`src/hw/rtl/qlvs_pkg.sv`:
```
// ----------------------------------------------------------------------------
// qlvs_pkg: shared types and constants of the Q-learning victim selector
// Request and result beats, configuration register indexes, reset values,
// fixed-point constants and the LFSR step.
// ----------------------------------------------------------------------------
package qlvs_pkg;

    localparam int WAYS_DEFAULT    = 16;
    localparam int Q_WIDTH_DEFAULT = 16;
    localparam int Q_FRAC          = 10;
    localparam int COEF_W          = 16;
    localparam int LFSR_W          = 16;
    localparam int CFG_INDEX_W     = 2;

    localparam logic [LFSR_W-1:0] LFSR_SEED = 16'hACE1;
    localparam logic [LFSR_W-1:0] LFSR_TAPS = 16'hB400;

    localparam logic [CFG_INDEX_W-1:0] CFG_EXPLORE_THRESHOLD = 2'd0;
    localparam logic [CFG_INDEX_W-1:0] CFG_LEARN_RATE        = 2'd1;
    localparam logic [CFG_INDEX_W-1:0] CFG_DISCOUNT          = 2'd2;

    localparam logic [COEF_W-1:0] EXPLORE_THRESHOLD_RESET = 16'd6554;
    localparam logic [COEF_W-1:0] LEARN_RATE_RESET        = 16'd6554;
    localparam logic [COEF_W-1:0] DISCOUNT_RESET          = 16'd58982;

    localparam logic OP_CHOOSE = 1'b0;
    localparam logic OP_UPDATE = 1'b1;

    typedef struct packed {
        logic        opcode;
        logic [15:0] valid_mask;
        logic [3:0]  way;
        logic        hit;
    } request_t;

    typedef struct packed {
        logic [3:0] victim_way;
        logic       explored;
    } result_t;

    function automatic logic [LFSR_W-1:0] lfsr_step(input logic [LFSR_W-1:0] v);
        logic [LFSR_W-1:0] s;
        s = v >> 1;
        if (v[0])
        begin
            s = s ^ LFSR_TAPS;
        end
        return s;
    endfunction

endpackage

```
`src/hw/rtl/qlvs_mulrnd.sv`:
```
// ----------------------------------------------------------------------------
// qlvs_mulrnd: shared coefficient multiplier with round half up
// Registers coef * operand, then presents round(product / 2^16) as the
// floor of (product + 2^15) shifted right by 16.
// ----------------------------------------------------------------------------
module qlvs_mulrnd #(
    parameter int OPW = qlvs_pkg::Q_WIDTH_DEFAULT + 2
) (
    input  logic                             clk,
    input  logic [qlvs_pkg::COEF_W-1:0]      coef,
    input  logic signed [OPW-1:0]            operand,
    output logic signed [OPW:0]              rounded
);

    localparam int CW = qlvs_pkg::COEF_W;
    localparam int PW = OPW + CW + 1;
    localparam logic signed [PW-1:0] HALF = {{(PW-CW){1'b0}}, 1'b1, {(CW-1){1'b0}}};

    logic signed [PW-1:0] prod_reg;
    logic signed [PW-1:0] biased;

    always_ff @(posedge clk)
    begin
        prod_reg <= $signed({1'b0, coef}) * operand;
    end

    assign biased  = prod_reg + HALF;
    assign rounded = $signed(biased[PW-1:CW]);

endmodule

```
`config.mk`:
```
export PLATFORM = sky130hd
export DESIGN_NAME = qlvs_mulrnd
export DESIGN_NICKNAME = d
export VERILOG_FILES = /design/src/hw/rtl/qlvs_pkg.sv /design/src/hw/rtl/qlvs_mulrnd.sv
export SDC_FILE = /design/constraint.sdc
export NUM_CORES = 1
export LEC_CHECK = 0
export BUFFER_PORTS_ARGS = -buffer_cell sky130_fd_sc_hd__clkbuf_2
export CAP_MARGIN = 40
export CORE_ASPECT_RATIO = 1.25
export CORE_MARGIN = 2
export CORE_UTILIZATION = 45
export CTS_BUF_LIST = sky130_fd_sc_hd__clkbuf_8 sky130_fd_sc_hd__clkbuf_16
export CTS_CLUSTER_DIAMETER = 60
export DETAILED_ROUTE_END_ITERATION = 8
export GPL_TIMING_DRIVEN = 0
export PLACE_DENSITY = 0.72
export SLEW_MARGIN = 20
export SYNTH_ARGS = -nofsm -noshare
export SYNTH_HDL_FRONTEND = slang
export SYNTH_SLANG_ARGS = --single-unit
```
`constraint.sdc`:
```
create_clock -name clk -period 8.7 [get_ports clk]
set_clock_uncertainty 0.1 [all_clocks]
set_input_delay 0.87 -clock clk [delete_from_list [all_inputs] [get_ports clk]]
set_output_delay 0.87 -clock clk [all_outputs]
set_load 0.005 [all_outputs]
```
-- Word level (Yosys, flattened, before mapping)
Cells that the tools add are included.
- bits in registers: 35
- output and inout port bits: 19
- word-level logic and storage cells: 3
- add/sub/neg operators: 1
- multipliers: 1
- operators with widths (cell ; number):
    adder 35 x 17 -> 35 bit, second input constant ; 1
    multiplier 17 x 18 -> 35 bit ; 1

-- Longest topological paths before layout
Gate-level depths: netlist of run 1.
- depth in word-level cells: 1
- depth in mapped cells: 24

-- Worst setup path before layout of run 1
No wires, ideal clock.
- path kind: input to register
- from: input coef[8] in the netlist's numbering
- to: register prod_reg[34]
- arrival time: 6.667 ns
- slack: 1.806 ns
- stages on the path: 23
- path buffers: 2
- path through: clkbuf_1 > clkbuf_1 > nand2_1 > fa_1 > inv_1 > fa_1 > inv_1 > fa_1 > inv_1 > fa_1 > fa_1 > inv_1 > fa_1 > inv_1 > ha_1 > and3_1 > a221oi_2 > a21boi_2 > a311oi_2 > o31ai_4 > a211oi_2 > o2111ai_1 > or3b_1
- cells in the longest elaborated chain, start to end: 1
- RTL lines (element ; line ; source):
    start: declaration ; qlvs_mulrnd.sv:10 ; input logic [qlvs_pkg::COEF_W-1:0] coef,
    multiplier 17 x 18 -> 35 bit ; qlvs_mulrnd.sv:24 ; prod_reg <= $signed({1'b0, coef}) * operand;
    end signal: assignment ; qlvs_mulrnd.sv:24 ;
    end: declaration ; qlvs_mulrnd.sv:19 ; logic signed [PW-1:0] prod_reg;
Every way passes these cells.

-- Final worst setup path of run 1
- from: input coef[3] in the netlist's numbering
- to: register prod_reg[34]
Same word-level chain as after synthesis.

==> results.md, run 1 <==
* RSZ-0062 raised after global routing: false
* DRC marker count from the first detailed-route iteration at between 400 and 500
* Ratio of cells with drive above 1 in the final layout at under 10%
* Most common cell in the synthesized netlist: inv_1
* Worst-path maximum fanout at 10
* Die width at 146.9 um
* Row cnt at 65
* Post-synthesis mux area share at 0%
* Vias in the first global route at 9669
* Die Footprint at ~0.027 sq mm
* Fin crit share at about 87%
* Antenna Nets Post-Route at 0
* Fin worst setup slack at approximately 1.1 ns
* Design area at around 0.012 sq mm
* Final hold vios at 0
* Ys async rst share at 0%
* Starting Density at a little under half
* Synth Warn # at 0
* Chip height at between 150 and 200 um
* Synth area leader: fa_1
* Layout area overhead at 6.461%
* DP Area at ~0.012 sq mm
* Total Nets Final at 1747
* Status: finished clean
* Worst Setup End Kind: register
* Top post-synthesis cells by area: fa_1 (51%), inv_1 (12%), ha_1 (9.6%)
* Largest family of logic cells by synthesized area: adder cells
* Total CTS buffers at 3
* Drt wl/cell at approximately 16 um
* Mapped Area at approximately 0.011 sq mm
* Crit Path Category: in -> reg
* Syn nets at approximately 1.7k
* Slew Limit Headroom at ~45%
* Largest net degree at the start of global routing at 13
* Yosys top cell area share at between 50% and 60%
* Setup TNS at 0 ns
* Post-layout minimum cycle time at approximately 7.6 ns
* Placed wire-length estimate at ~24 mm
* Max Slew Vio Count at 0
* Worst Path Arrival at 7.63 ns
* Avg Cell Area, Syn at a little under 9 sq um
* GR Util All Layers at 22.12%
* Flops & latches, synth at 20
* Detailed Routing Iterations Pass 1 at 5
* Post-synthesis sequential area ratio at ~3.5%
* Initial antenna violation count at 0
* Post-synth EDFFs at 0
* Top_reg_cell synth: dfxtp_1
* Hold buffers post-CTS at 0
* CTS tree: built
* Post-Syn Instances at about 1.3k
* Total of max-cap violations at 0
* Synth Area in Adders at 60.32%
* Num Clock Sinks at 20
* Final setup vio count at 0
* Number of vias per cell at approximately 5
* Port bufs at 43
* Critical Path RT at approximately 8.7 ns
* Compound-gate portion of the synthesized area at roughly 3.7%
* Worst Setup Start Kind: input pin
* Most frequent cells after synthesis: inv_1 (376), fa_1 (291), nand2_1 (186), and2_1 (116), ha_1 (88)
* Pre-CTS setup slack at ~0.84 ns
* Setup bufs post-CTS at 0
* Core area at approximately 0.025 sq mm
* Simple-Gate Fraction of Synth Area at roughly 15%
* Depth of the CTS H-tree at 1
* Root cell of the clock tree: clkbuf_16
* Type of the most critical hold path: reg -> out
* Fillers at roughly 2.4k
* Max reg flops at 20
* Total wire length at between 20 and 30 mm
* GPL Wtd Cong at 0.9512
* Vias at roughly 8.5k
* Synth unique cells at 48
* Clock Pin Slew Worst Setup and Hold Paths at roughly 0.050 ns
* Measured slew at the worst slew-check pin at 0.8306 ns
* Max Clk Rate at ~130 MHz
* Grt ovf at 0
* Post-cts resize count at 0
* I/O pins at between 50 and 60
* Residual DRC count at 0
* First-pass GRT wire length at between 40 and 50 mm
* CTS max path bufs at 2
* Synth Area in XOR/XNOR at under 10%
area by class of cell:
cell class / count / area, sq um / share of cell area, %
clock inverters: 1 / 30.03 / 0.2456
inverters: 376 / 1411 / 11.54
plain buffers: 45 / 168.9 / 1.382
well taps: 335 / 419.2 / 3.429
diodes: 1 / 2.502 / 0.02047
flip-flops and latches: 20 / 400.4 / 3.275
clock buffers: 3 / 75.07 / 0.6141
multi-input cells: 844 / 9503 / 77.73
repair buffers: 43 / 215.2 / 1.760
cell usage in the layout (no fill, tap or decap), types with 2 or more instances in the layout:
cell,count
inv_1,376
nor2_1,12
ha_1,88
nand3_1,15
clkbuf_16,3
clkbuf_1,45
a21oi_1,13
dfxtp_1,20
a21o_1,6
or3_1,2
and2_1,116
xnor2_1,34
o21a_1,4
clkbuf_2,43
a211o_1,2
nor3_1,5
and3_1,10
o21ai_0,10
nor2b_1,4
fa_1,291
nand4_1,3
nand2_1,186
nand2b_1,2
a31oi_1,3
a211oi_1,2
nor3b_1,2
xor2_1,10
o211ai_1,2
kinds of logic (layout without fill, tap and decap cells):
| family | after synthesis | count (layout) |
|---|---|---|
| AO/OA/AOI/OAI | 58 | 58 |
| flip-flops | 20 | 20 |
| AND/OR/NAND/NOR | 363 | 363 |
| other | 0 | 1 |
| buffers and inverters | 421 | 468 |
| XOR/XNOR | 44 | 44 |
| adder cells (fa/ha/maj) | 379 | 379 |
metal layers:
| layer | vias to the layer above | GRT usage, % | wire [um] |
|---|---|---|---|
| met5 | - | 0 | 0 |
| met4 | 0 | 9.864 | 1530 |
| met3 | 83 | 1.775 | 1086 |
| met2 | 250 | 42.50 | 14700 |
| met1 | 4396 | 24.80 | 9743 |
| li1 | 3779 | - | - |
path summary, 6_finish.rpt:
check | startpoint | end | slack, ns | cells after the start
worst max-delay path | coef[3] | prod_reg[34] | 1.10 | 20
worst min-delay path | prod_reg[34] | rounded[18] | 1.50 | 2
metrics by stage:
step / hold slack, ns / cells / util (%)
floorplan: 1.146 / 1285 / -
CTS: 1.517 / 1667 / 48.64
global placement: 1.245 / 1663 / 48.22
finish: 1.504 / 1668 / 48.65
global route: 1.548 / 1667 / 48.64
detailed placement: 1.247 / 1663 / 48.22
critical path: stages:
cell and delay (ns):
clkbuf_1 0.52, clkbuf_1 0.58, nand2_1 0.23, fa_1 0.77
fa_1 0.47, inv_1 0.08, fa_1 0.45, fa_1 0.55
fa_1 0.50, inv_1 0.05, fa_1 0.47, inv_1 0.04
ha_1 0.37, and4_1 0.21, nand2_1 0.08, a311oi_2 0.49
o31ai_4 0.15, a211oi_2 0.28, nor3_1 0.09, or3b_1 0.36
Power of run 1 is not shown: default switching activity piles up to over one toggle a cycle in this logic, so the estimate is an artifact.
==> run 2: changes to the inputs <==
==> constraint.sdc (replaced) <==
create_clock -name clk -period 7.8 [get_ports clk]
set_clock_uncertainty 0.1 [all_clocks]
set_input_delay 0.78 -clock clk [delete_from_list [all_inputs] [get_ports clk]]
set_output_delay 0.78 -clock clk [all_outputs]
set_load 0.005 [all_outputs]
==> results.md, run 2 (same netlist as run 1, synthesis figures left out) <==
* Slew Limit Headroom at about 42%
* Placed wire-length estimate at approximately 24 mm
* Die Footprint at approximately 0.027 sq mm
* Measured slew at the worst slew-check pin at 0.8631 ns
* Layout area overhead at 6.505%
* Status: finished clean
* Worst-path maximum fanout at 10
* Routed wl met3 at 1.068 mm
* Residual DRC count at 0
* Final setup vio count at 0
* GPL Wtd Cong at approximately 0.95
* Commonest non-fill, non-tap cell in the layout: inv_1
* Worst Path Arrival at roughly 7.5 ns
* Worst Setup Start Kind: input pin
* Slowest stage cell, crit path: fa_1
* CTS max path bufs at 2
* Detailed Routing Iterations Pass 1 at 6
* Num Clock Sinks at 20
* Vias in the first global route at roughly 9.7k
* Crit Path Category: in -> reg
* Kind of cell adding the most delay to the critical path: adder cells
* Total wire length at about 27 mm
* Post-cts resize count at 0
* Met2 WL post-DR at about 15 mm
* Total Nets Final at between 1.5k and 2k
* Fillers at 2400
* Post-layout minimum cycle time at 7.460 ns
* Grt ovf at 0
* Crit-path most repeated cell: fa_1
* Die width at 146.9 um
* Hold Path Depth at 2
* CP Cell Sequence: clkbuf_1 > clkbuf_1 > nand2_1 > fa_1 > inv_1 > fa_1 > inv_1 > fa_1 > inv_1 > fa_1 > fa_1 > inv_1 > fa_1 > inv_1 > ha_1 > and3_1 > a221oi_2 > a21boi_2 > a311oi_2 > o31ai_4 > a211oi_2 > o2111ai_1 > or3b_1
* Finished Core Util at approximately half
* Worst Setup End Kind: register
* Setup bufs post-CTS at 0
* Root cell of the clock tree: clkbuf_16
* Most frequent cells in the layout: inv_1 (376), fa_1 (291), nand2_1 (186), and2_1 (116), ha_1 (88)
* Drt wl/cell at around 16 um
* M1 WL at just under 10 mm
* Antenna Nets Post-Route at 0
* WP buf/inv at 7
* Chip height at around 180 um
* Top Metal Used: met4
* Setup TNS at 0 ns
* I/O pins at 54
* Depth of the CTS H-tree at 1
* Initial antenna violation count at 0
* Total of max-cap violations at 0
* Fin crit share at approximately 96%
* Max Slew Vio Count at 0
* Clock Pin Slew Worst Setup and Hold Paths at roughly 0.05 ns
* CP max stage delay at about 0.6 ns
* RSZ-0062 raised after global routing: false
* Hold buffers post-CTS at 0
* Vias at 8482
* First-pass GRT wire length at around 47 mm
* Total CTS buffers at 3
* Final hold vios at 0
* Number of vias per cell at between 5 and 6
* Starting Density at between 40% and 50%
* Port bufs at 43
* DRC marker count from the first detailed-route iteration at 426
* Row cnt at 65
* Largest net degree at the start of global routing at 13
* Ratio of cells with drive above 1 in the final layout at between 4 and 5%
* GR Util All Layers at between 20% and 30%
* Max Clk Rate at 134.1 MHz
* CTS tree: built
* Critical Path RT at between 7 and 8 ns
* Min-Delay Startpoint: prod_reg[34]
* Hold Path Sink: rounded[18]
* Max reg flops at 20
* Type of the most critical hold path: reg -> out
* Core area at between 0.02 and 0.03 sq mm
[run 2: cell count changes in the layout (fill, tap and decap cells not counted)]
cell	delta
clkbuf_2	+4
clkbuf_1	-4
[run 2: routing by layer]
metal  up-vias  track usage (%)
met4         0            9.864
met3        74            1.775
li1       3774                -
met5         -                0
met1      4399            24.80
met2       235            42.50
[run 2: how the worst max path moves through the flow]
stage	slack, ns	depth (start not counted)	startpoint	endpoint
after CTS	0.26	20	coef[3]	prod_reg[34]
after global placement	0.08	20	coef[3]	prod_reg[34]
final	0.34	23	coef[10]	prod_reg[34]
after floorplan	1.0	23	coef[8]	prod_reg[34]
after global routing	0.003	23	coef[10]	prod_reg[34]
after detailed placement	0.03	20	coef[3]	prod_reg[34]
[run 2: area by class of cell]
type	instances	area (sq um)	area share (%)
timing repair buffer	43	215.2	1.760
buffer	45	173.9	1.422
tap	335	419.2	3.427
clock buffer	3	75.07	0.6138
clock inverter	1	30.03	0.2455
antenna	1	2.502	0.02046
multi-input combinational	844	9503	77.70
inverter	376	1411	11.54
sequential	20	400.4	3.274
[run 2: per-stage QoR]
| step | instance area (sq um) | std cells | hold slack (ns) | setup WS [ns] |
|---|---|---|---|---|
| 4_1_cts | 12220 | 1667 | 1.427 | 0.2649 |
| 6_report | 12230 | 1668 | 1.414 | 0.3404 |
| 3_3_place_gp | 12120 | 1663 | 1.155 | 0.07547 |
| 3_5_place_dp | 12120 | 1663 | 1.157 | 0.02827 |
| 5_1_grt | 12230 | 1667 | 1.458 | 0.003457 |
| 2_1_floorplan | 11480 | 1285 | 1.056 | 0.9957 |
Power of run 2 is left out for the same reason.
==> run 3: changes to the inputs <==
==> constraint.sdc (replaced) <==
create_clock -name clk -period 7.8 [get_ports clk]
set_clock_uncertainty 0.1 [all_clocks]
set_input_delay 1.56 -clock clk [delete_from_list [all_inputs] [get_ports clk]]
set_output_delay 1.56 -clock clk [all_outputs]
set_load 0.005 [all_outputs]
==> results.md, run 3 (same netlist as run 1, synthesis figures left out) <==
* # diodes at 0
* Number of vias per cell at 5.090
* Antenna Nets Post-Route at 0
* Initial antenna violation count at 0
* Max Slew Vio Count at 0
* Hold slack at 2.194 ns
* Pre-CTS setup slack at -0.7517 ns
* DP Cell Count at 1663
* Critical Path RT at 7.82 ns
* Worst Path Arrival at approximately 7.6 ns
* DRC marker count from the first detailed-route iteration at 430
* Post-route insts no fill at 1669
* Slowest stage cell, crit path: fa_1
* Final hold vios at 0
* Placed wire-length estimate at 23.83 mm
* Port bufs at between 40 and 50
* Total wire length at approximately 27 mm
* Chip height at about 180 um
* Most frequent cells in the layout: inv_1 (374), fa_1 (290), nand2_1 (186), and2_1 (116), ha_1 (88)
* CP startpoint: operand[6]
* Residual DRC count at 0
* First-pass GRT wire length at about 46 mm
* Fin crit share at 97.30%
* Hold buffers post-CTS at 0
* Total Nets Final at approximately 1.7k
* Root cell of the clock tree: clkbuf_16
* Num Clock Sinks at 20
* Status: finished clean
* Total of max-cap violations at 0
* Die Footprint at ~0.027 sq mm
* CP endpoint: prod_reg[34]
* Vias at ~8.5k
* Crit-path most repeated cell: fa_1
* Starting Density at 45.70%
* Drt wl/cell at roughly 16 um
* Max reg flops at 20
* CP max stage delay at about 0.6 ns
* CTS max path bufs at 2
* I/O pins at 54
* Post-layout minimum cycle time at about 7.6 ns
* GPL Wtd Cong at between 0.9 and 1
* Detailed Routing Iterations Pass 1 at 5
* Fin worst setup slack at approximately 0.21 ns
* Die width at about 150 um
* Depth of the CTS H-tree at 1
* Layout area overhead at 7.823%
* Slew Limit Headroom at ~45%
* Max Clk Rate at 131.8 MHz
* Largest net degree at the start of global routing at 19
* Worst-path maximum fanout at 10
* Final setup vio count at 0
* Worst Setup End Kind: register
* Clock Pin Slew Worst Setup and Hold Paths at approximately 0.050 ns
* GR Util All Layers at 21.99%
* Commonest non-fill, non-tap cell in the layout: inv_1
* CP Cell Sequence: clkbuf_2 > buf_6 > nand2_1 > fa_1 > inv_1 > fa_1 > inv_1 > fa_1 > inv_1 > fa_1 > fa_1 > inv_1 > fa_1 > inv_1 > ha_1 > and3_1 > a221oi_4 > a21boi_4 > a311oi_4 > buf_4 > o31ai_4 > a211oi_2 > o2111ai_1 > or3b_1
* Type of the most critical hold path: reg -> out
* CTS tree: built
* Grt ovf at 0
* Total CTS buffers at 3
* Core area at roughly 0.025 sq mm
* Vias in the first global route at 9615
* Measured slew at the worst slew-check pin at approximately 0.83 ns
* Row cnt at 65
* Crit Path Category: in -> reg
* Worst Setup Start Kind: input pin
* Ratio of cells with drive above 1 in the final layout at 7.346%
## run 3: cell count changes in the layout (fill, tap and decap cells not counted), moves of 3 or more
cell,change
clkbuf_1,-32
buf_2,+8
buf_4,+10
clkbuf_2,+9
clkbuf_4,+3
## run 3: layout make-up
cell class | instances | area (sq um)
fillers | 2387 | 12750
multi-input cells | 844 | 9540
inverters | 376 | 1415
well taps | 335 | 419.2
flip-flops and latches | 20 | 400.4
repair buffers | 49 | 260.3
plain buffers | 41 | 241.5
clock buffers | 3 | 75.07
clock inverters | 1 | 30.03
## run 3: repair_timing
action | in CTS | in global routing
endpoints found under the setup margin | 14 | 8
resized for setup | 33 | 53
buffers inserted | 0 | 5
pin swaps | 0 | 3
## run 3: layer usage
layer	track usage, %	up-vias	wire length (um)
met3	1.575	71	1122
li1	-	3774	-
met4	9.748	0	1447
met2	42.29	264	14810
met1	24.76	4387	9724
met5	0	-	0
## run 3: worst min path at each step
stage / from / endpoint / slack [ns] / cells past startpoint
floorplan: prod_reg[34] / rounded[18] / 1.84 / 1
global placement: prod_reg[34] / rounded[18] / 1.93 / 2
detailed placement: prod_reg[34] / rounded[18] / 1.94 / 2
CTS: prod_reg[34] / rounded[18] / 2.21 / 2
global route: prod_reg[34] / rounded[18] / 2.24 / 2
finish: prod_reg[34] / rounded[18] / 2.19 / 2
## run 3: critical path: cells and delay by family
| family | cells | cell delay (ns) |
|---|---|---|
| adders and majority gates | 7 | 3.40 |
| AOI/OAI and AO/OA | 6 | 1.06 |
| buffers and inverters | 8 | 0.90 |
| and+or+nand+nor | 3 | 0.69 |
## run 3: metrics by stage
| step | cell area (sq um) | setup TNS, ns | util, % |
|---|---|---|---|
| finish | 12380 | 0 | 49.27 |
| floorplan | 11480 | 0 | - |
| detailed placement | 12120 | -6.397 | 48.22 |
| global placement | 12120 | -5.781 | 48.22 |
| CTS | 12290 | 0 | 48.89 |
| global route | 12380 | -0.02245 | 49.27 |
Power of run 3 is left out for the same reason.
